## config.mk

```make
export PLATFORM = sky130hd
export DESIGN_NAME = bhfl_free_stack
export DESIGN_NICKNAME = d
export VERILOG_FILES = /design/src/rtl/bhfl_pkg.sv /design/src/rtl/bhfl_free_stack.sv
export VERILOG_INCLUDE_DIRS = /design/src /design/src/rtl
export SDC_FILE = /design/constraint.sdc
export NUM_CORES = 1
export LEC_CHECK = 0
export BUFFER_PORTS_ARGS = -buffer_cell sky130_fd_sc_hd__buf_2
export CAP_MARGIN = 10
export CORE_MARGIN = 8
export CORE_UTILIZATION = 60
export CTS_CLUSTER_SIZE = 28
export DETAILED_ROUTE_END_ITERATION = 10
export PLACE_DENSITY = 0.85
export SETUP_SLACK_MARGIN = 0.2
export SKIP_CTS_REPAIR_TIMING = 1
export SYNTH_ARGS = -nofsm -noshare
export SYNTH_HDL_FRONTEND = slang
export SYNTH_SLANG_ARGS = --single-unit
```

## constraint.sdc

```tcl
create_clock -name clk -period 3.3 [get_ports clk]
set_input_delay 0 -clock clk [delete_from_list [all_inputs] [get_ports clk]]
set_output_delay 0 -clock clk [all_outputs]
set_load 0.01 [all_outputs]
```

## src/rtl/assert_macros.svh

```systemverilog
// ----------------------------------------------------------------------------
// Assertion macros
// Shared concurrent assertion wrappers, clocked on clk and disabled in reset.
// ----------------------------------------------------------------------------
`ifndef ASSERT_MACROS_SVH
`define ASSERT_MACROS_SVH

// The expression must hold at every clock edge outside reset.
`define BHFL_ASSERT(label, expr, msg) \
  label: assert property (@(posedge clk) disable iff (!rst_n) \
    (expr)) else $error(msg);

// When the antecedent holds, the consequent must hold in the same cycle.
`define BHFL_ASSERT_IMP(label, ante, cons, msg) \
  label: assert property (@(posedge clk) disable iff (!rst_n) \
    (ante) |-> (cons)) else $error(msg);

`endif

```

## src/rtl/bhfl_pkg.sv

```systemverilog
// ----------------------------------------------------------------------------
// Block heap free list package
// Operation and status codes, sequencer states and the update commands that
// the control logic sends to the key table and the free stack.
// ----------------------------------------------------------------------------
`timescale 1ns / 1ps

package bhfl_pkg;

  typedef enum logic [1:0] {
    OP_ALLOC = 2'd0,
    OP_FREE  = 2'd1,
    OP_STORE = 2'd2,
    OP_LOAD  = 2'd3
  } op_t;

  typedef enum logic [2:0] {
    ST_OK        = 3'd0,
    ST_INVALID   = 3'd1,
    ST_FREED     = 3'd2,
    ST_NO_BLOCK  = 3'd3,
    ST_TOO_LARGE = 3'd4,
    ST_OFFSET    = 3'd5
  } status_t;

  typedef enum logic {
    S_IDLE = 1'b0,
    S_EXEC = 1'b1
  } state_t;

  // Update of the per-key table: length write on alloc, freed mark on
  // alloc and free.
  typedef struct packed {
    logic       len_wr;
    logic       mark_wr;
    logic       mark_val;
    logic [5:0] key;
    logic [8:0] len;
  } kt_cmd_t;

  // Update of the free stack.
  typedef struct packed {
    logic       push;
    logic       pop;
    logic [5:0] key;
  } fs_cmd_t;

endpackage

```

## src/rtl/bhfl_free_stack.sv

```systemverilog
// ----------------------------------------------------------------------------
// Free stack
// LIFO of released keys in a synchronous memory with its fill count.
// ----------------------------------------------------------------------------
`timescale 1ns / 1ps

module bhfl_free_stack #(
  parameter int unsigned DEPTH = 64
) (
  input  logic              clk,
  input  logic              rst_n,
  input  logic              rd_en,
  input  bhfl_pkg::fs_cmd_t cmd,
  output logic              empty,
  output logic              full,
  output logic [5:0]        top_key
);
  import bhfl_pkg::*;

  `include "assert_macros.svh"

  localparam int unsigned SB = $clog2(DEPTH);
  localparam int unsigned CW = $clog2(DEPTH + 1);

  logic [CW-1:0] count_r;
  logic [CW-1:0] count_nxt;
  logic [5:0]    stk_mem [2 ** SB];
  logic [5:0]    top_q_r;
  logic [SB-1:0] top_addr;

  assign top_addr = SB'(count_r - 1'b1);
  assign empty    = (count_r == '0);
  assign full     = (count_r == CW'(DEPTH));

  always_comb begin
    count_nxt = count_r;
    if (cmd.push) begin
      count_nxt = count_r + 1'b1;
    end else if (cmd.pop) begin
      count_nxt = count_r - 1'b1;
    end
  end

  always_ff @(posedge clk) begin
    if (!rst_n) begin
      count_r <= '0;
    end else begin
      count_r <= count_nxt;
    end
  end

  // The top entry is read when a request is taken; pushes and pops happen
  // in the cycle after, so a read never meets a write to the same entry.
  always_ff @(posedge clk) begin
    if (cmd.push) begin
      stk_mem[SB'(count_r)] <= cmd.key;
    end
    if (rd_en) begin
      top_q_r <= stk_mem[top_addr];
    end
  end

  assign top_key = top_q_r;

  `BHFL_ASSERT_IMP(a_no_pop_empty, cmd.pop, !empty, "free stack popped while empty")
  `BHFL_ASSERT_IMP(a_no_push_full, cmd.push, !full && !cmd.pop, "free stack push when full")
  `BHFL_ASSERT(a_count_bound, count_r <= CW'(DEPTH), "free stack count past depth")

endmodule

```

After elaboration in Yosys (flattened, before gate mapping) --
Memory sizes are Yosys's and may differ from the RTL's. A register that Yosys moved wholly into a read port is not among the register bits. Cells that the tools add are included. W data, S select, Z words.
Storage, ports and cells: flip-flop bits (word level) 7, input bits 11, word-level logic and storage cells 11, memories 1, bits in writable memories 384
Operators by class: equality and inequality tests 1, add/sub/neg operators 2, muxes and demuxes 4, reduce and logical (&&, ||, !) cells 2
Memory list:
- stk_mem | depth 64, bits a word 6, read ports 1, clocked after memory_dff 1, write ports 1, RTL line bhfl_free_stack.sv:27 | logic [5:0] stk_mem [2 ** SB];
Operators with widths (count):
- $mux W7 | 2
- $add A7 B1 Y7 const B | 1
- $eq A7 B7 Y1 const B | 1
- $logic_not A7 Y1 | 1
- $sub A7 B1 Y7 const B | 1
- $mux W1 | 2
- $reduce_bool A2 Y1 | 1

Longest topological paths before layout --
depth after elaboration 3, mapped depth 13, depth with buffers taken out 7

Worst setup path after synthesis --
No wires, ideal clock.
path kind reg-to-reg, start register count_r[0], end register top_q_r[4], in the netlist top_key[4] (read register of stk_mem), data pin, clock period less this slack 2.964 ns, data arrival time 2.696 ns, path slack 0.336 ns, stages on the path, launching flop included 13, path through dfxtp_1 buf_2 buf_4 buf_2 inv_2 ha_1 buf_2 xor2_2 buf_4 mux4_2 mux2_2 o211ai_1 o32ai_1
On the way: longest elaborated chain between the ends 1
RTL lines:
- start, declared | RTL line bhfl_free_stack.sv:25 | logic [CW-1:0] count_r;
- start signal, assigned | RTL line bhfl_free_stack.sv:48 | count_r <= count_nxt;
- $sub A7 B1 Y7
- end, declared | RTL line bhfl_free_stack.sv:28 | logic [5:0] top_q_r;
No other way between the ends. A chain may end at the register's enable or synchronous reset.

Worst setup path after layout --
start register count_r[0], end register top_q_r[5], in the netlist top_key[5] (read register of stk_mem), data pin
The elaborated chain is that of the path after synthesis.

==> results.json <==
{
  "status": "complete, but fails checks",
  "violations": "hold timing",
  "synth_edf_count": 390,
  "io_pins": 19,
  "h-tree-depth": 2,
  "worst_slew_pin_slew_ps": 1250,
  "peakVddDrop_v": 0.000500,
  "synthArstFlopShare_pct": 0,
  "fillers": 1520,
  "synth_area_um2": 15900,
  "portBuffers": 18,
  "dieArea_um2": 31900,
  "period_minus_slack_ps": 2950,
  "ys_types": 44,
  "ys_seq_elements": 397,
  "dpl.hpwl_um": 20000,
  "rsz0062_at_grt": "no",
  "core-area_um2": 26000,
  "die_h_um": 179,
  "diodes": 0,
  "fin_cells": 1240,
  "dp_slack_ps": 364,
  "synth_cells": 836,
  "clock-sinks": 397,
  "drtIter0Drc": 1063,
  "clockRootBuffer": "clkbuf_16",
  "clk_latency_ps": 530,
  "grt_max_degree": 65,
  "slew_headroom_pct": 16.7,
  "max_cap_viol_count": 0,
  "antenna_found_initial": 0,
  "clk_pin_slew_worst_paths_ps": 60,
  "leakage_uw": 0.00559,
  "powerDensity_nw_per_um2": 672,
  "hold_class": "primary input to flop",
  "synth_largest_area_cell": "edfxtp_1",
  "power.total_uw": 11900,
  "avgViaCountPerCell": 6.69,
  "grt_usage_pct": 21.9,
  "r2r_slack_ps": 350,
  "timing.hold.ws_ps": -11.7,
  "dpl_cell_area_um2": 16400,
  "grt_pass1_vias": 8333,
  "die_x_um": 179,
  "rows": 59,
  "final_antenna_net_count": 0,
  "ys.flop_type": "edfxtp_1",
  "clk_path_buf_depth": 3,
  "skew_ps": 21.2,
  "drt-total-wl_um": 34100,
  "syn_area_per_cell_um2": 19.0,
  "yosys.area.top_type_share_pct": 73.8,
  "gp_congestion": 0.864,
  "numCtsBuffers": 38,
  "stdcell_area_um2": 17800,
  "synth_warnings": 0,
  "slew_viol_final": 0,
  "crit_fanout": 15,
  "cp-start-kind": "flop",
  "drt_pass1_iterations": 5,
  "finalSetupViolCount": 0,
  "routedWlPerCell_um": 27.5,
  "grt_pass1_wl_um": 51600,
  "cts_tree": "done",
  "drive_gt1_share_pct": 23.8,
  "ys_seq_area_share_pct": 74.7,
  "setup_ws_ps": 354,
  "start_util_pct": 61.1,
  "cp.arrival_ps": 3200,
  "synth_area_leaders": "edfxtp_1 74%, mux4_2 14%, nor2_1 2.7%, dfxtp_1 0.88%, mux2i_1 0.76%",
  "num_vias": 8290,
  "min_period_over_period_pct": 89.3,
  "clock.fmax_mhz": 339,
  "tns_ps": 0,
  "synth_common_cells": "390 x edfxtp_1, 114 x nor2_1, 96 x mux4_2",
  "syn2layout_area_growth_pct": 12.0,
  "grt_overflow": 0,
  "hold_viol_final": 1,
  "drc": 0,
  "crit_required_ps": 3560,
  "synth_most_common_cell": "edfxtp_1",
  "nets": 890,
  "cp-end-kind": "flop",
  "worst-setup-path-type": "flop to flop",
  "dpl.cell_count": 1167,
  "syn_nets": 850
}
cell usage in the layout, fill, tap and decap left out, types with 6 or more instances in the layout:
cell and count:
nor2_1 114, o211ai_1 6, clkinv_1 7, dfxtp_1 6
clkbuf_16 39, nand3_1 17, buf_4 26, buf_2 19
mux2i_1 12, nand2_1 22, mux4_2 96, clkbuf_1 8
o21ai_0 21, mux2_2 6, a211oi_1 7, o22ai_1 13
bufinv_16 7, and2_1 12, nand2b_1 6, edfxtp_1 390
o32ai_1 6
metrics by stage:
step	util [%]	hold WS, ps
floorplan	-	98.9
global placement	63.1	337
detailed placement	63.2	329
CTS	68.2	-208
global route	68.4	45.7
finish	68.4	-11.7
layout make-up:
| cell class | count | area [um2] | share of cell area [%] |
|---|---|---|---|
| Tap cell | 335 | 419 | 2.36 |
| Clock buffer | 48 | 1020 | 5.74 |
| Timing Repair Buffer | 51 | 380 | 2.14 |
| Inverter | 4 | 15.0 | 0.0845 |
| Sequential cell | 397 | 11900 | 66.7 |
| Multi-Input combinational cell | 384 | 3790 | 21.4 |
| Clock inverter | 21 | 284 | 1.60 |
layer usage:
metal  GRT usage [%]  wire length [um]  vias up
met5               0                 0        -
met4            8.54              1370        0
met3            4.13              3090      104
met2            35.5             16800      538
met1            29.3             12800     4213
li1                -                 -     3435
report_power, final:
part / switching (uW) / internal (uW) / total [uW]
sequential: 66.0 / 5640 / 5700
combinational: 1020 / 702 / 1720
clock: 1780 / 2740 / 4520
total: 2860 / 9080 / 11900
cells by family after synthesis:
family | after synthesis | synth area share, %
DFF | 397 | 74.7
and+or+nand+nor | 197 | 5.56
muxes | 114 | 14.8
AOI/OAI and AO/OA | 61 | 2.56
buffers and inverters | 55 | 1.60
xor gates and xnor gates | 9 | 0.544
adders and majority gates | 3 | 0.237
final timing paths:
path / start / end / depth (start not counted)
setup reg to reg: count_r[0] / top_key[5] / 7
hold reg to reg: count_r[6] / count_r[6] / 2
hold / removal: cmd[7] / count_r[1] / 3
setup / recovery: count_r[0] / top_key[5] / 7
worst max-delay path, cell delays in order, from the launching register on:
cell and delay (ps):
dfxtp_4 390, inv_2 220, ha_4 280, xor2_4 580
mux4_2 590, mux2_2 300, o211ai_1 180, o32ai_1 140
registers in the layout (all words and copies together) (netlist names):
| signal | count |
|---|---|
| stk_mem | 384 |
| count_r | 7 |
| top_key | 6 |
(Power assumes the default switching activity.)
