===== src/rtl/assert_macros.svh =====
// ----------------------------------------------------------------------------
// Assertion macros
// Shared concurrent assertion wrappers, clocked on clk and disabled in reset.
// ----------------------------------------------------------------------------
`ifndef ASSERT_MACROS_SVH
`define ASSERT_MACROS_SVH

// The expression must hold at every clock edge outside reset.
`define BHFL_ASSERT(label, expr, msg) \
  label: assert property (@(posedge clk) disable iff (!rst_n) \
    (expr)) else $error(msg);

// When the antecedent holds, the consequent must hold in the same cycle.
`define BHFL_ASSERT_IMP(label, ante, cons, msg) \
  label: assert property (@(posedge clk) disable iff (!rst_n) \
    (ante) |-> (cons)) else $error(msg);

`endif


===== src/rtl/bhfl_pkg.sv =====
// ----------------------------------------------------------------------------
// Block heap free list package
// Operation and status codes, sequencer states and the update commands that
// the control logic sends to the key table and the free stack.
// ----------------------------------------------------------------------------
`timescale 1ns / 1ps

package bhfl_pkg;

  typedef enum logic [1:0] {
    OP_ALLOC = 2'd0,
    OP_FREE  = 2'd1,
    OP_STORE = 2'd2,
    OP_LOAD  = 2'd3
  } op_t;

  typedef enum logic [2:0] {
    ST_OK        = 3'd0,
    ST_INVALID   = 3'd1,
    ST_FREED     = 3'd2,
    ST_NO_BLOCK  = 3'd3,
    ST_TOO_LARGE = 3'd4,
    ST_OFFSET    = 3'd5
  } status_t;

  typedef enum logic {
    S_IDLE = 1'b0,
    S_EXEC = 1'b1
  } state_t;

  // Update of the per-key table: length write on alloc, freed mark on
  // alloc and free.
  typedef struct packed {
    logic       len_wr;
    logic       mark_wr;
    logic       mark_val;
    logic [5:0] key;
    logic [8:0] len;
  } kt_cmd_t;

  // Update of the free stack.
  typedef struct packed {
    logic       push;
    logic       pop;
    logic [5:0] key;
  } fs_cmd_t;

endpackage


===== src/rtl/bhfl_key_table.sv =====
// ----------------------------------------------------------------------------
// Key table
// Block lengths in a synchronous memory and freed marks in flip-flops.
// ----------------------------------------------------------------------------
`timescale 1ns / 1ps

module bhfl_key_table #(
  parameter int unsigned KEY_BITS = 6
) (
  input  logic                clk,
  input  logic                rst_n,
  input  logic                rd_en,
  input  logic [5:0]          rd_key,
  input  logic [5:0]          mark_key,
  input  bhfl_pkg::kt_cmd_t   cmd,
  output logic                mark,
  output logic [8:0]          len
);
  import bhfl_pkg::*;

  localparam int unsigned ENTRIES = 2 ** KEY_BITS;

  logic [ENTRIES-1:0] marks_r;
  logic [8:0]         len_mem [ENTRIES];
  logic [8:0]         len_q_r;

  // Freed marks reset to zero, so they live in flip-flops.
  always_ff @(posedge clk) begin
    if (!rst_n) begin
      marks_r <= '0;
    end else if (cmd.mark_wr) begin
      marks_r[cmd.key[KEY_BITS-1:0]] <= cmd.mark_val;
    end
  end

  always_ff @(posedge clk) begin
    if (cmd.len_wr) begin
      len_mem[cmd.key[KEY_BITS-1:0]] <= cmd.len;
    end
    if (rd_en) begin
      len_q_r <= len_mem[rd_key[KEY_BITS-1:0]];
    end
  end

  assign mark = marks_r[mark_key[KEY_BITS-1:0]];
  assign len  = len_q_r;

endmodule


===== config.mk =====
export PLATFORM = sky130hd
export DESIGN_NAME = bhfl_key_table
export DESIGN_NICKNAME = d
export VERILOG_FILES = /design/src/rtl/assert_macros.svh /design/src/rtl/bhfl_pkg.sv /design/src/rtl/bhfl_key_table.sv
export SDC_FILE = /design/constraint.sdc
export NUM_CORES = 1
export LEC_CHECK = 0
export ABC_CLOCK_PERIOD_IN_PS = 2600
export BUFFER_PORTS_ARGS = -buffer_cell sky130_fd_sc_hd__buf_2
export CAP_MARGIN = 20
export CORE_MARGIN = 2
export CORE_UTILIZATION = 62
export CTS_CLUSTER_DIAMETER = 40
export DETAILED_ROUTE_END_ITERATION = 10
export MAX_ROUTING_LAYER = met4
export PLACE_DENSITY = 0.79
export SYNTH_ARGS = -nofsm -noshare
export SYNTH_HDL_FRONTEND = slang
export SYNTH_SLANG_ARGS = --single-unit

===== constraint.sdc =====
create_clock -name clk -period 2.6 [get_ports clk]
set_input_delay 0.13 -clock clk [delete_from_list [all_inputs] [get_ports clk]]
set_output_delay 0.13 -clock clk [all_outputs]
set_load 0.02 [all_outputs]

; Word-level counts from Yosys, hierarchy flattened
; Memory sizes are Yosys's and may differ from the RTL's. A register that Yosys moved wholly into a read port is not among the register bits.
; Cells that the tools add are included.
[word_totals]
ff_bits = 64
ramBits = 576
inputBits = 33
out_inout_bits = 10
wordCells = 13
n_memories = 1
[classes]
n_lt_le_gt_ge = 3
mux = 7
reduce_logical = 1
[memory_table]
columns = name, depth, width, rd, rd_clocked_by_memory_dff, wr, line_no
row1 = len_mem, 64, 9, 1, 1, 1, bhfl_key_table.sv:24  ; logic [8:0] len_mem [ENTRIES];
[ops]
columns = cell, n
row1 = 64-bit bitwise mux, 1
row2 = "6-bit by 7-bit less-than comparator with 1-bit output, second input constant", 2
row3 = 1-bit binary-select mux with 6-bit select, 1
row4 = 1-bit demux with 6-bit select, 1
row5 = "6-bit by 1-bit >= comparator with 1-bit output, second input constant", 1
row6 = 1-bit 2-to-1 mux, 4
row7 = 1-bit logical AND, 1

; Longest topological paths before layout
; Gate-level depths: netlist of run 1.
[logic_depth]
ltp_word = 5
depth_mapped = 7
ltp_nobuf = 4

; Worst setup path after synthesis of run 1
; Ideal clock, no wire load.
[synth_timing]
path_kind = in2reg
start = input cmd[10] in the netlist's numbering
end = memory len_mem[31][0], enable pin
setup_time_ps = 374
t_arrival_ps = 1702
slack_ps = 524
stages = 6
n_path_buf = 3
cell_sequence = clkbuf_1 -> clkbuf_1 -> and3_1 -> clkbuf_1 -> nand2_1 -> nor2_1
[synth_lines]
columns = element, line_no
row1 = from (decl), bhfl_key_table.sv:15  ; input bhfl_pkg::kt_cmd_t cmd,
row2 = to (decl), bhfl_key_table.sv:24
; No word-level cell before the write port.

; Worst setup path in the final report of run 1
[layout_timing]
start = register marks_r[39]
end = output mark
[layout_via]
elab_chain_cells = 2
[layout_lines]
columns = element, line_no
row1 = from (decl), bhfl_key_table.sv:23  ; logic [ENTRIES-1:0] marks_r;
row2 = "from (signal, indexed assignment)", bhfl_key_table.sv:32  ; marks_r[cmd.key[KEY_BITS-1:0]] <= cmd.mark_val;
row3 = 1-bit binary-select mux with 6-bit select, bhfl_key_table.sv:45  ; assign mark = marks_r[mark_key[KEY_BITS-1:0]];
row4 = 1-bit 2-to-1 mux (not written as such), bhfl_key_table.sv:45
row5 = to (decl), bhfl_key_table.sv:16  ; output logic mark,
; No other way between the ends. The select of a mux whose other input is x is not followed.

==> summary.txt, run 1 <==
Synthesis
  – Register area share after synthesis: 72.9%
  – Synth area leaders: edfxtp_1 68%, mux4_2 14%, dfxtp_1 5.0%
  – Simple-gate portion of the synthesized area: just over 5%
  – Largest family of logic cells by synthesized area: multiplexers
  – Adder-Cell Fraction of Synth Area: 0%
  – Compound-Gate Fraction of Synth Area: 4.80%
  – Top cells by count, synth: 585 x edfxtp_1, 159 x mux4_2, 77 x nand3_1
  – Post-synthesis xor/xnor area fraction: 0%
  – Syn Area/Cell: 18.7 sq um
  – Syn nets: 1,413
  – Post-synth EDFFs: 585
  – Asr flop ratio synth: 0%
  – Mapped Cells: between 1,000 and 1,500
  – Synth warn: 0
  – Mux cell area share after synthesis: 15.5%
  – Most instantiated library cell after synthesis: edfxtp_1
  – Yosys top cell by area: edfxtp_1
  – Top-area cell type share of the netlist area: 68.0%
  – Cell variety after synth: 50
  – Top FF cell, synth: edfxtp_1
  – Seq cells post-synth: 649
  – Synthesized cell area: 0.0258 sq mm

Layout
  – Total Nets Final: 1,559
  – Share of post-route cells with drive strength above 1: between 20 and 30%
  – Synthesis-to-finish area growth: 15.3%

Floorplanning
  – FP Rows: 74
  – Starting Density: 63.0%
  – Die height: 208 um
  – Core area: 0.0410 sq mm
  – Die X: 208 um
  – Full die area: 0.0433 sq mm
  – Num ports: 43

Power
  – Combinational share of power: 5.2%
  – Total internal power: 17.8 mW
  – Clock network fraction of design power: ~44%
  – Switching pwr: 4.99 mW
  – Flop pwr share: 50.4%
  – Overall Power: 22.8 mW
  – Pleak: between 9 and 10 nW
  – VDD IR max: ~520 uV
  – Switch share: 21.9%
  – Power Dens Cells: between 700 and 800 mW/mm^2

Worst setup path
  – Crit-path max FO: 2
  – Worst path arrival time: 2450 ps
  – CP Class: flip-flop to primary output
  – Startpoint types: flip-flop
  – Worst reg2reg setup slack: 440 ps
  – Kind of end point of the critical path: primary output
  – Critical Path RT: between 2000 and 2500 ps

STA
  – Final Slew Violations: 0
  – Final min period: 2580 ps
  – Total negative slack: 0 ps
  – Slew HR: 37.3%
  – RSZ-0062 raised after global routing: true
  – Fmax: 0.388 GHz
  – Crit share post-route: 99.2%
  – Fin. Hold Viols: 0
  – Clock skew: roughly 32 ps
  – Setup violators final: 0
  – Least-Margin Pin Slew: about 940 ps

Worst hold path
  – Hold WC Path Type: input port to flip-flop

Place
  – GP Congestion: 0.856
  – DP Wirelength: between 30,000 and 40,000 um
  – Number of port buffers: 42

Route
  – Vias: approximately 14,000
  – Drc violations: 0
  – Routed wire length per instance: between 20 and 30 um
  – Antenna-violating nets left: 0
  – DR pass1 iterations: 5
  – Starting DRT DRC Count: 1,947
  – Routed WL: ~60,000 um
  – DR vias/cell: 6.76

GRT
  – Initial antenna violation count: 2
  – GRT Residual Overflow: 0
  – Total Routing Usage GR: 29.8%
  – Vias in the first global route: 14,400
  – Largest net degree at the start of global routing: 65
  – First-pass GRT wire length: 92,100 um

Clock network
  – H-tree depth: 3
  – Post-CTS setup buffer count: 0
  – Worst-skew pair later-pin latency: approximately 600 ps
  – Clk pin slew, worst setup/hold paths: 70 ps
  – CTS Buffer Depth: 3
  – Num CTS Buffers: 75
  – Sink Count: 649
  – CTS tree: yes
  – Clock Tree Root: clkbuf_16

Outcome
  – Status: finished, final reports clean

Flow run
  – Max Cap Viol: 0
-- worst max-delay path: stages (launching register included) --
cell and delay (ps):
dfxtp_2 330, mux4_2 500, o311ai_4 240, a211oi_2 70, or4_4 560, buf_6 150
-- registers in the layout, summed over array words and instances, names as in the netlist --
name,count
len,9
marks_r,64
len_mem,576
-- cell usage in the layout (no fill, tap or decap), types with 38 or more instances in the layout --
cell type / Yosys / routed
edfxtp_1: 585 / 585
mux4_2: 159 / 159
buf_4: 4 / 109
clkbuf_16: 0 / 78
nand3_1: 77 / 77
nor2_1: 75 / 75
dfxtp_1: 64 / 63
o21ai_0: 51 / 51
mux2i_1: 38 / 38
buf_2: 18 / 38
-- timing repair --
| action | CTS | global route |
|---|---|---|
| hold endpoints to repair | 37 | 8 |
| setup endpoints to repair | 1 | 1 |
| pin swaps | 2 | 4 |
| resized for setup | 2 | 7 |
| hold buffers | 3 | 1 |
-- metal layers --
metal,global-route usage [%],vias up,share of wire (%)
li1,-,5948,-
met1,39.5,7250,37
met2,47.6,964,50
met3,5.51,161,9.9
met4,9.80,0,3.5
met5,-,-,0
-- power groups by stage --
stage                     sequential [mW]  combinational, mW  clock (mW)
after global routing                 11.5               1.24        10.6
after CTS                            11.5               1.15        10.2
after detailed placement             11.7               1.13           0
final                                11.5               1.18        10.1
after global placement               11.7               1.10           0
after floorplan                      11.7              0.641           0
-- cells by family (layout without fill, tap and decap cells) --
group                  after synthesis  after routing
other                                0              2
muxes                              199            199
buffers and inverters               97            302
AOI/OAI and AO/OA                  183            183
and+or+nand+nor                    252            252
DFF                                649            649
-- layout make-up --
| type | count | area, sq um |
|---|---|---|
| Clock inverter | 45 | 394 |
| Sequential cell | 649 | 18800 |
| Timing Repair Buffer | 163 | 1280 |
| Fill cell | 2275 | 11200 |
| Clock buffer | 91 | 2010 |
| Antenna cell | 2 | 5.00 |
| Multi-Input combinational cell | 634 | 6580 |
| Inverter | 3 | 11.3 |
| Tap cell | 532 | 666 |
-- through the flow --
| step | utilization, % | hold WS [ps] | cell area, sq um | worst slack, ps | std cells |
|---|---|---|---|---|---|
| finish | 72.6 | 33.1 | 29800 | 21.2 | 2119 |
| global route | 72.6 | 28.1 | 29800 | -22.5 | 2119 |
| CTS | 72.4 | 19.0 | 29700 | 1.97 | 2113 |
| detailed placement | 66.4 | 467 | 27200 | 158 | 1974 |
| global placement | 66.4 | 456 | 27200 | 167 | 1974 |
| floorplan | - | 229 | 25800 | 524 | 1380 |
-- path summary, 6_finish.rpt --
kind,start,endpoint,cells past startpoint
worst max register to register,len_mem[2][4],len[4],4
worst min-delay path,cmd[6],len_mem[46][6],1
worst max-delay path,marks_r[39],mark,5
worst min register to register,marks_r[19],marks_r[19],2
(Power assumes the default switching activity.)
==> run 2, diff against run 1 <==
ABC_CLOCK_PERIOD_IN_PS = 2680   (was 2600)
clock period = 2.68 ns   (was 2.6 ns; I/O delays follow)
==> run 2 against run 1 <==
Sequential share of layout area shrank 0.45 points. Worst setup slack gained 82 ps. Clock power grew 6%. Largest power group unchanged.
==> summary.txt, run 2 (synthesis gave the netlist of run 1 again) <==
GRT
  – First-pass GRT wire length: 91,800 um (-0.30%)
  – Total Routing Usage GR: 29.9% (+0.12 points)
  – Vias in the first global route: 14,500 (+0.87%)
  – GRT Residual Overflow: 0 (unchanged)
  – Largest net degree at the start of global routing: 65 (unchanged)
  – Initial antenna violation count: 1 (-1)

Worst setup path
  – R2R cell count: 4 (unchanged)
  – Buf+Inv Stages, Crit Path: 1 (unchanged)
  – CP max-delay cell: or4_1
  – Worst reg2reg setup slack: 620 ps (+180 ps)
  – Crit path depth: 5 (unchanged)
  – Crit-path max FO: 2 (unchanged)
  – RR Endpoint: len[4]
  – CP startpoint: marks_r[11]
  – Largest delay contributor family on the critical path: simple AND/OR/NAND/NOR gates
  – Critical Path RT: 2550 ps (+80 ps)
  – Worst path arrival time: 2440 ps (about the same)
  – CP Class: flip-flop to primary output
  – Crit-path max cell delay: 530 ps (-30 ps)
  – Startpoint types: flip-flop
  – R2R Path Start: len_mem[20][4]
  – Kind of end point of the critical path: primary output
  – Setup crit end: mark
  – Critical path, cell by cell: mux4_2 > a22oi_2 > a311oi_1 > or4_1 > buf_2

Clock network
  – Sink Count: 649 (unchanged)
  – Worst-skew pair later-pin latency: 600 ps (about the same)
  – CTS Buffer Depth: 3 (unchanged)
  – Clk pin slew, worst setup/hold paths: 60 ps (about the same)
  – H-tree depth: 3 (unchanged)
  – Clock Tree Root: clkbuf_16
  – Post-CTS setup buffer count: 0 (unchanged)
  – Num CTS Buffers: 75 (unchanged)
  – CTS tree: yes

Place
  – Number of port buffers: 42 (unchanged)
  – Placed standard-cell area: 0.0273 sq mm (+0.26%)
  – DP Wirelength: 36,600 um (-0.59%)
  – GP Congestion: 0.868 (+1.4%)

STA
  – Least-Margin Pin Slew: 921 ps (-19.0 ps)
  – Final min period: 2580 ps
  – Setup violators final: 0 (unchanged)
  – Fin. Hold Viols: 0 (unchanged)
  – RSZ-0062 raised after global routing: false
  – Crit share post-route: 96.1%
  – Total negative slack: 0 ps (unchanged)
  – Fmax: 0.388 GHz
  – Slew HR: 38.6% (+1.3 points)
  – Final Slew Violations: 0 (unchanged)
  – Clock skew: 21.6 ps (-10.5 ps)

Floorplanning
  – FP Rows: 74 (unchanged)
  – Full die area: 0.0433 sq mm (unchanged)
  – Starting Density: 63.0% (unchanged)
  – Die height: 208 um (unchanged)
  – Num ports: 43 (unchanged)
  – Core area: 0.0410 sq mm (unchanged)
  – Die X: 208 um (unchanged)

Layout
  – Leading cell type in the layout, fill and taps excluded: edfxtp_1
  – Final instance area: 0.0300 sq mm (+0.71%)
  – Total Nets Final: 1,557 (-0.13%)
  – Fillers: 2,285 (+0.44%)
  – Max reg flops: 576 (unchanged)
  – Share of post-route cells with drive strength above 1: 28.8% (+0.44 points)
  – Area of the multi-input gates: 0.00656 sq mm (-0.29%)
  – Reg area: 0.0188 sq mm (about the same)
  – Most frequent cells in the layout: 585 x edfxtp_1, 159 x mux4_2, 105 x buf_4
  – Synthesis-to-finish area growth: 16.1%

Route
  – DR pass1 iterations: 5 (unchanged)
  – Routed WL: 61,300 um (-0.16%)
  – Drc violations: 0 (unchanged)
  – Vias: 14,100 (-1.6%)
  – Antenna-violating nets left: 0 (unchanged)
  – Routed wire length per instance: 28.9 um (-0.11%)
  – Starting DRT DRC Count: 1,823 (-6.4%)
  – DR vias/cell: 6.66 (-1.5%)

Worst hold path
  – Hold_sp: cmd[1]
  – Hold WC Path Type: input port to flip-flop

Power
  – Combinational share of power: 5.1% (about the same)
  – Pleak: 9.86 nW (+1.1%)
  – Switching pwr: 4.90 mW (-1.8%)
  – Power Dens Cells: 765 mW/mm^2 (+0.10%)
  – VDD IR max: 563 uV (+9.2%)
  – Flop pwr share: 48.5% (-1.9 points)
  – Total internal power: 18.1 mW (+1.5%)
  – Clock network fraction of design power: 46.5% (+2.1 points)
  – Switch share: 21.3% (-0.56 points)

Outcome
  – Status: finished, final reports clean

Flow run
  – Max Cap Viol: 0 (unchanged)
[run 2: layer usage]
metal,global-route usage (%),share of wire [%],vias up
met5,-,0,-
li1,-,-,5945
met1,39.0,37,7184
met2,46.9,49,825
met3,7.49,11,145
met4,9.97,3.5,0
[run 2: worst register-to-register path, cell delays in order, from the launching register on]
cell and delay [ps]:
edfxtp_1 400, mux4_2 520, mux2_2 310, o21ai_0 370
o41ai_1 160
[run 2: area by class of cell]
class / count / area share (%)
clock inverters: 53 / 2.19
diodes: 1 / 0.00834
flip-flops and latches: 649 / 62.8
clock buffers: 85 / 6.55
repair buffers: 161 / 4.33
multi-input cells: 634 / 21.9
inverters: 3 / 0.0375
well taps: 532 / 2.22
[run 2: through the flow]
step	hold WS, ps	utilization, %	instances	total power [mW]	worst slack, ps
CTS	2.73	73.0	2115	23.0	35.1
floorplan	233	-	1380	12.0	600
global route	18.8	73.2	2118	23.5	23.8
detailed placement	467	66.6	1975	12.5	189
finish	12.9	73.2	2118	23.0	103
global placement	457	66.6	1975	12.4	262
[run 2: how the worst min path moves through the flow]
stage | endpoint | slack [ps] | cells past startpoint
2_1_floorplan | len_mem[0][0] | 230 | 0
3_3_place_gp | marks_r[7] | 460 | 2
3_5_place_dp | marks_r[21] | 470 | 2
4_1_cts | len_mem[15][1] | 3 | 1
5_1_grt | len_mem[40][8] | 20 | 1
6_report | len_mem[15][1] | 10 | 1
[run 2: timing repair]
item                                    in CTS  in global routing
gates resized for setup                      0                  3
hold endpoints to repair                    21                  0
endpoints found under the setup margin       0                  1
hold buffers                                 2                  0
[run 2: power by group through the flow]
stage          Sequential, mW  Clock (mW)  Combinational (mW)
6_report                 11.1        10.7                1.16
5_1_grt                  11.1        11.2                1.22
4_1_cts                  11.1        10.8                1.14
3_5_place_dp             11.3           0                1.13
3_3_place_gp             11.3           0                1.10
2_1_floorplan            11.3           0               0.622
==> run 3, diff against run 2 <==
BUFFER_PORTS_ARGS = unset   (was -buffer_cell sky130_fd_sc_hd__buf_2)
CORE_UTILIZATION = 49   (was 62)
DONT_BUFFER_PORTS = 1   (was unset)
PLACE_DENSITY = unset   (was 0.79)
==> run 3 against run 2 <==
Non-clock buffer count shrank 38. Register-to-register slack lost 50 ps. Total power grew 3.6%. Sequential power is essentially flat. Via count shrank 1.9%. Global-route usage shrank 5.3 points. Core utilization shrank 15 points. Critical endpoint unchanged. Largest power group is now the clock network.
==> summary.txt, run 3 (synthesis gave the netlist of run 1 again) <==
Route
  – Vias: 13,800 (-1.9%)
  – Starting DRT DRC Count: 1,232 (-32%)
  – DR vias/cell: 6.11 (-8.2%)
  – DR pass1 iterations: 5 (unchanged)
  – Routed wire length per instance: 27.8 um (-4.0%)
  – Drc violations: 0 (unchanged)
  – Antenna-violating nets left: 0 (unchanged)
  – Routed WL: 62,900 um (+2.7%)

STA
  – Slew HR: 42.0% (+3.4 points)
  – Fmax: 0.399 GHz (+2.7%)
  – Clock skew: 22.0 ps (+0.405 ps)
  – Final min period: 2510 ps (-67.7 ps)
  – Final Slew Violations: 0 (unchanged)
  – Setup violators final: 0 (unchanged)
  – Crit share post-route: 93.6% (-2.5 points)
  – Least-Margin Pin Slew: 867 ps (-54.7 ps)
  – Fin. Hold Viols: 0 (unchanged)
  – Total negative slack: 0 ps (unchanged)
  – RSZ-0062 raised after global routing: false

Place
  – Placed standard-cell area: 0.0269 sq mm (-1.6%)
  – DP Wirelength: 35,300 um (-3.5%)
  – GP Congestion: 0.829 (-4.5%)
  – Number of port buffers: 0 (-100%)

Worst hold path
  – Hold WC Path Type: input port to flip-flop
  – Hold_sp: cmd[9]
  – Hold Path Stages: 3 (+2)

Worst setup path
  – Crit-path max FO: 2 (unchanged)
  – R2R Path Start: len_mem[51][4]
  – Buf+Inv Stages, Crit Path: 0 (-1)
  – Largest delay contributor family on the critical path: simple AND/OR/NAND/NOR gates
  – CP Class: flip-flop to primary output
  – Worst path arrival time: 2370 ps (-70 ps)
  – CP startpoint: marks_r[39]
  – Crit path depth: 4 (-1)
  – Kind of end point of the critical path: primary output
  – Critical Path RT: 2550 ps (about the same)
  – Critical path, cell by cell: mux4_2 > o311ai_0 > a211oi_1 > or4_4
  – Crit-path max cell delay: 600 ps (+70 ps)
  – Startpoint types: flip-flop
  – R2R cell count: 4 (unchanged)
  – CP max-delay cell: or4_4

Clock network
  – CTS Buffer Depth: 3 (unchanged)
  – H-tree depth: 3 (unchanged)
  – Num CTS Buffers: 90 (+20%)
  – Post-CTS setup buffer count: 0 (unchanged)
  – Sink Count: 649 (unchanged)
  – Worst-skew pair later-pin latency: 620 ps (+20 ps)
  – CTS tree: yes
  – Clock Tree Root: clkbuf_16
  – Clk pin slew, worst setup/hold paths: 50 ps (about the same)

Floorplanning
  – Core area: 0.0523 sq mm (+28%)
  – Full die area: 0.0546 sq mm (+26%)
  – Starting Density: 49.4% (-14 points)
  – Die height: 234 um (+12%)
  – Num ports: 43 (unchanged)
  – Die X: 234 um (+12%)
  – FP Rows: 84 (+14%)

Layout
  – Synthesis-to-finish area growth: 18.0%
  – Max reg flops: 576 (unchanged)
  – Leading cell type in the layout, fill and taps excluded: edfxtp_1
  – Total Nets Final: 1,534 (-1.5%)
  – Most frequent cells in the layout: 585 x edfxtp_1, 159 x mux4_2, 91 x clkbuf_16
  – Share of post-route cells with drive strength above 1: 26.2% (-2.6 points)
  – Final instance area: 0.0305 sq mm (+1.6%)

Power
  – Switch share: 21.4% (+0.087 points)
  – Pleak: 9.87 nW (+0.11%)
  – Power Dens Cells: 780 mW/mm^2 (+2.0%)
  – Total internal power: 18.7 mW (+3.5%)
  – VDD IR max: 504 uV (-11%)
  – Overall Power: 23.8 mW (+3.6%)
  – Switching pwr: 5.09 mW (+4.0%)
  – Clock network fraction of design power: 49.2% (+2.7 points)
  – Combinational share of power: 3.9% (-1.2 points)
  – Flop pwr share: 46.9% (-1.6 points)

GRT
  – First-pass GRT wire length: 94,000 um (+2.4%)
  – Total Routing Usage GR: 24.6% (-5.3 points)
  – GRT Residual Overflow: 0 (unchanged)
  – Initial antenna violation count: 1 (unchanged)
  – Largest net degree at the start of global routing: 145 (+120%)
  – Vias in the first global route: 13,800 (-5.2%)

Flow run
  – Max Cap Viol: 0 (unchanged)

Outcome
  – Status: finished, final reports clean
==> run 3: area by class of cell <==
| cell class | instances | area, sq um |
|---|---|---|
| Fill cell | 3926 | 21800 |
| Antenna cell | 1 | 2.50 |
| Tap cell | 688 | 861 |
| Sequential cell | 649 | 18800 |
| Multi-Input combinational cell | 634 | 6550 |
| Inverter | 3 | 11.3 |
| Timing Repair Buffer | 123 | 1220 |
| Clock inverter | 70 | 703 |
| Clock buffer | 97 | 2300 |
==> run 3: path summary, 6_finish.rpt <==
| path | end | slack (ps) |
|---|---|---|
| worst max-delay path | mark | 170 |
| worst min register to register | marks_r[18] | 470 |
| worst max register to register | len[4] | 570 |
| worst min-delay path | marks_r[27] | 30 |
==> run 3: per-stage QoR <==
stage               util, %  instances  setup WS (ps)  hold slack [ps]
floorplan                 -       1380            600              233
detailed placement     51.3       2053            572              238
global placement       51.3       2053            568              242
CTS                    58.2       2264           72.3            0.239
finish                 58.3       2265            171             27.1
global route           58.3       2265           69.8             8.26
==> run 3: tightest hold or removal path, stage by stage <==
cell,delay (ps)
nand3b_1,190
o21ai_0,120
a21boi_0,150
==> run 3: per-layer routing <==
layer,wire length [um],vias up,track usage (%),part of all wire (%)
met3,4560,87,4.35,7.3
met5,0,-,-,0
met4,1190,0,6.55,1.9
met2,29600,549,36.1,47
met1,27500,7269,36.0,44
li1,-,5930,-,-
==> run 3: repair_timing <==
| item | CTS | global route |
|---|---|---|
| setup endpoints to repair | 0 | 1 |
| endpoints found under the hold margin | 658 | 0 |
| gates resized for setup | 0 | 1 |
| hold buffers | 44 | 0 |
==> run 3: power groups by stage <==
stage	Combinational [mW]	Clock, mW	Sequential, mW
2_1_floorplan	0.622	0	11.3
3_3_place_gp	0.644	0	11.4
3_5_place_dp	0.646	0	11.4
4_1_cts	0.928	11.9	11.2
5_1_grt	0.976	12.3	11.2
6_report	0.920	11.7	11.2
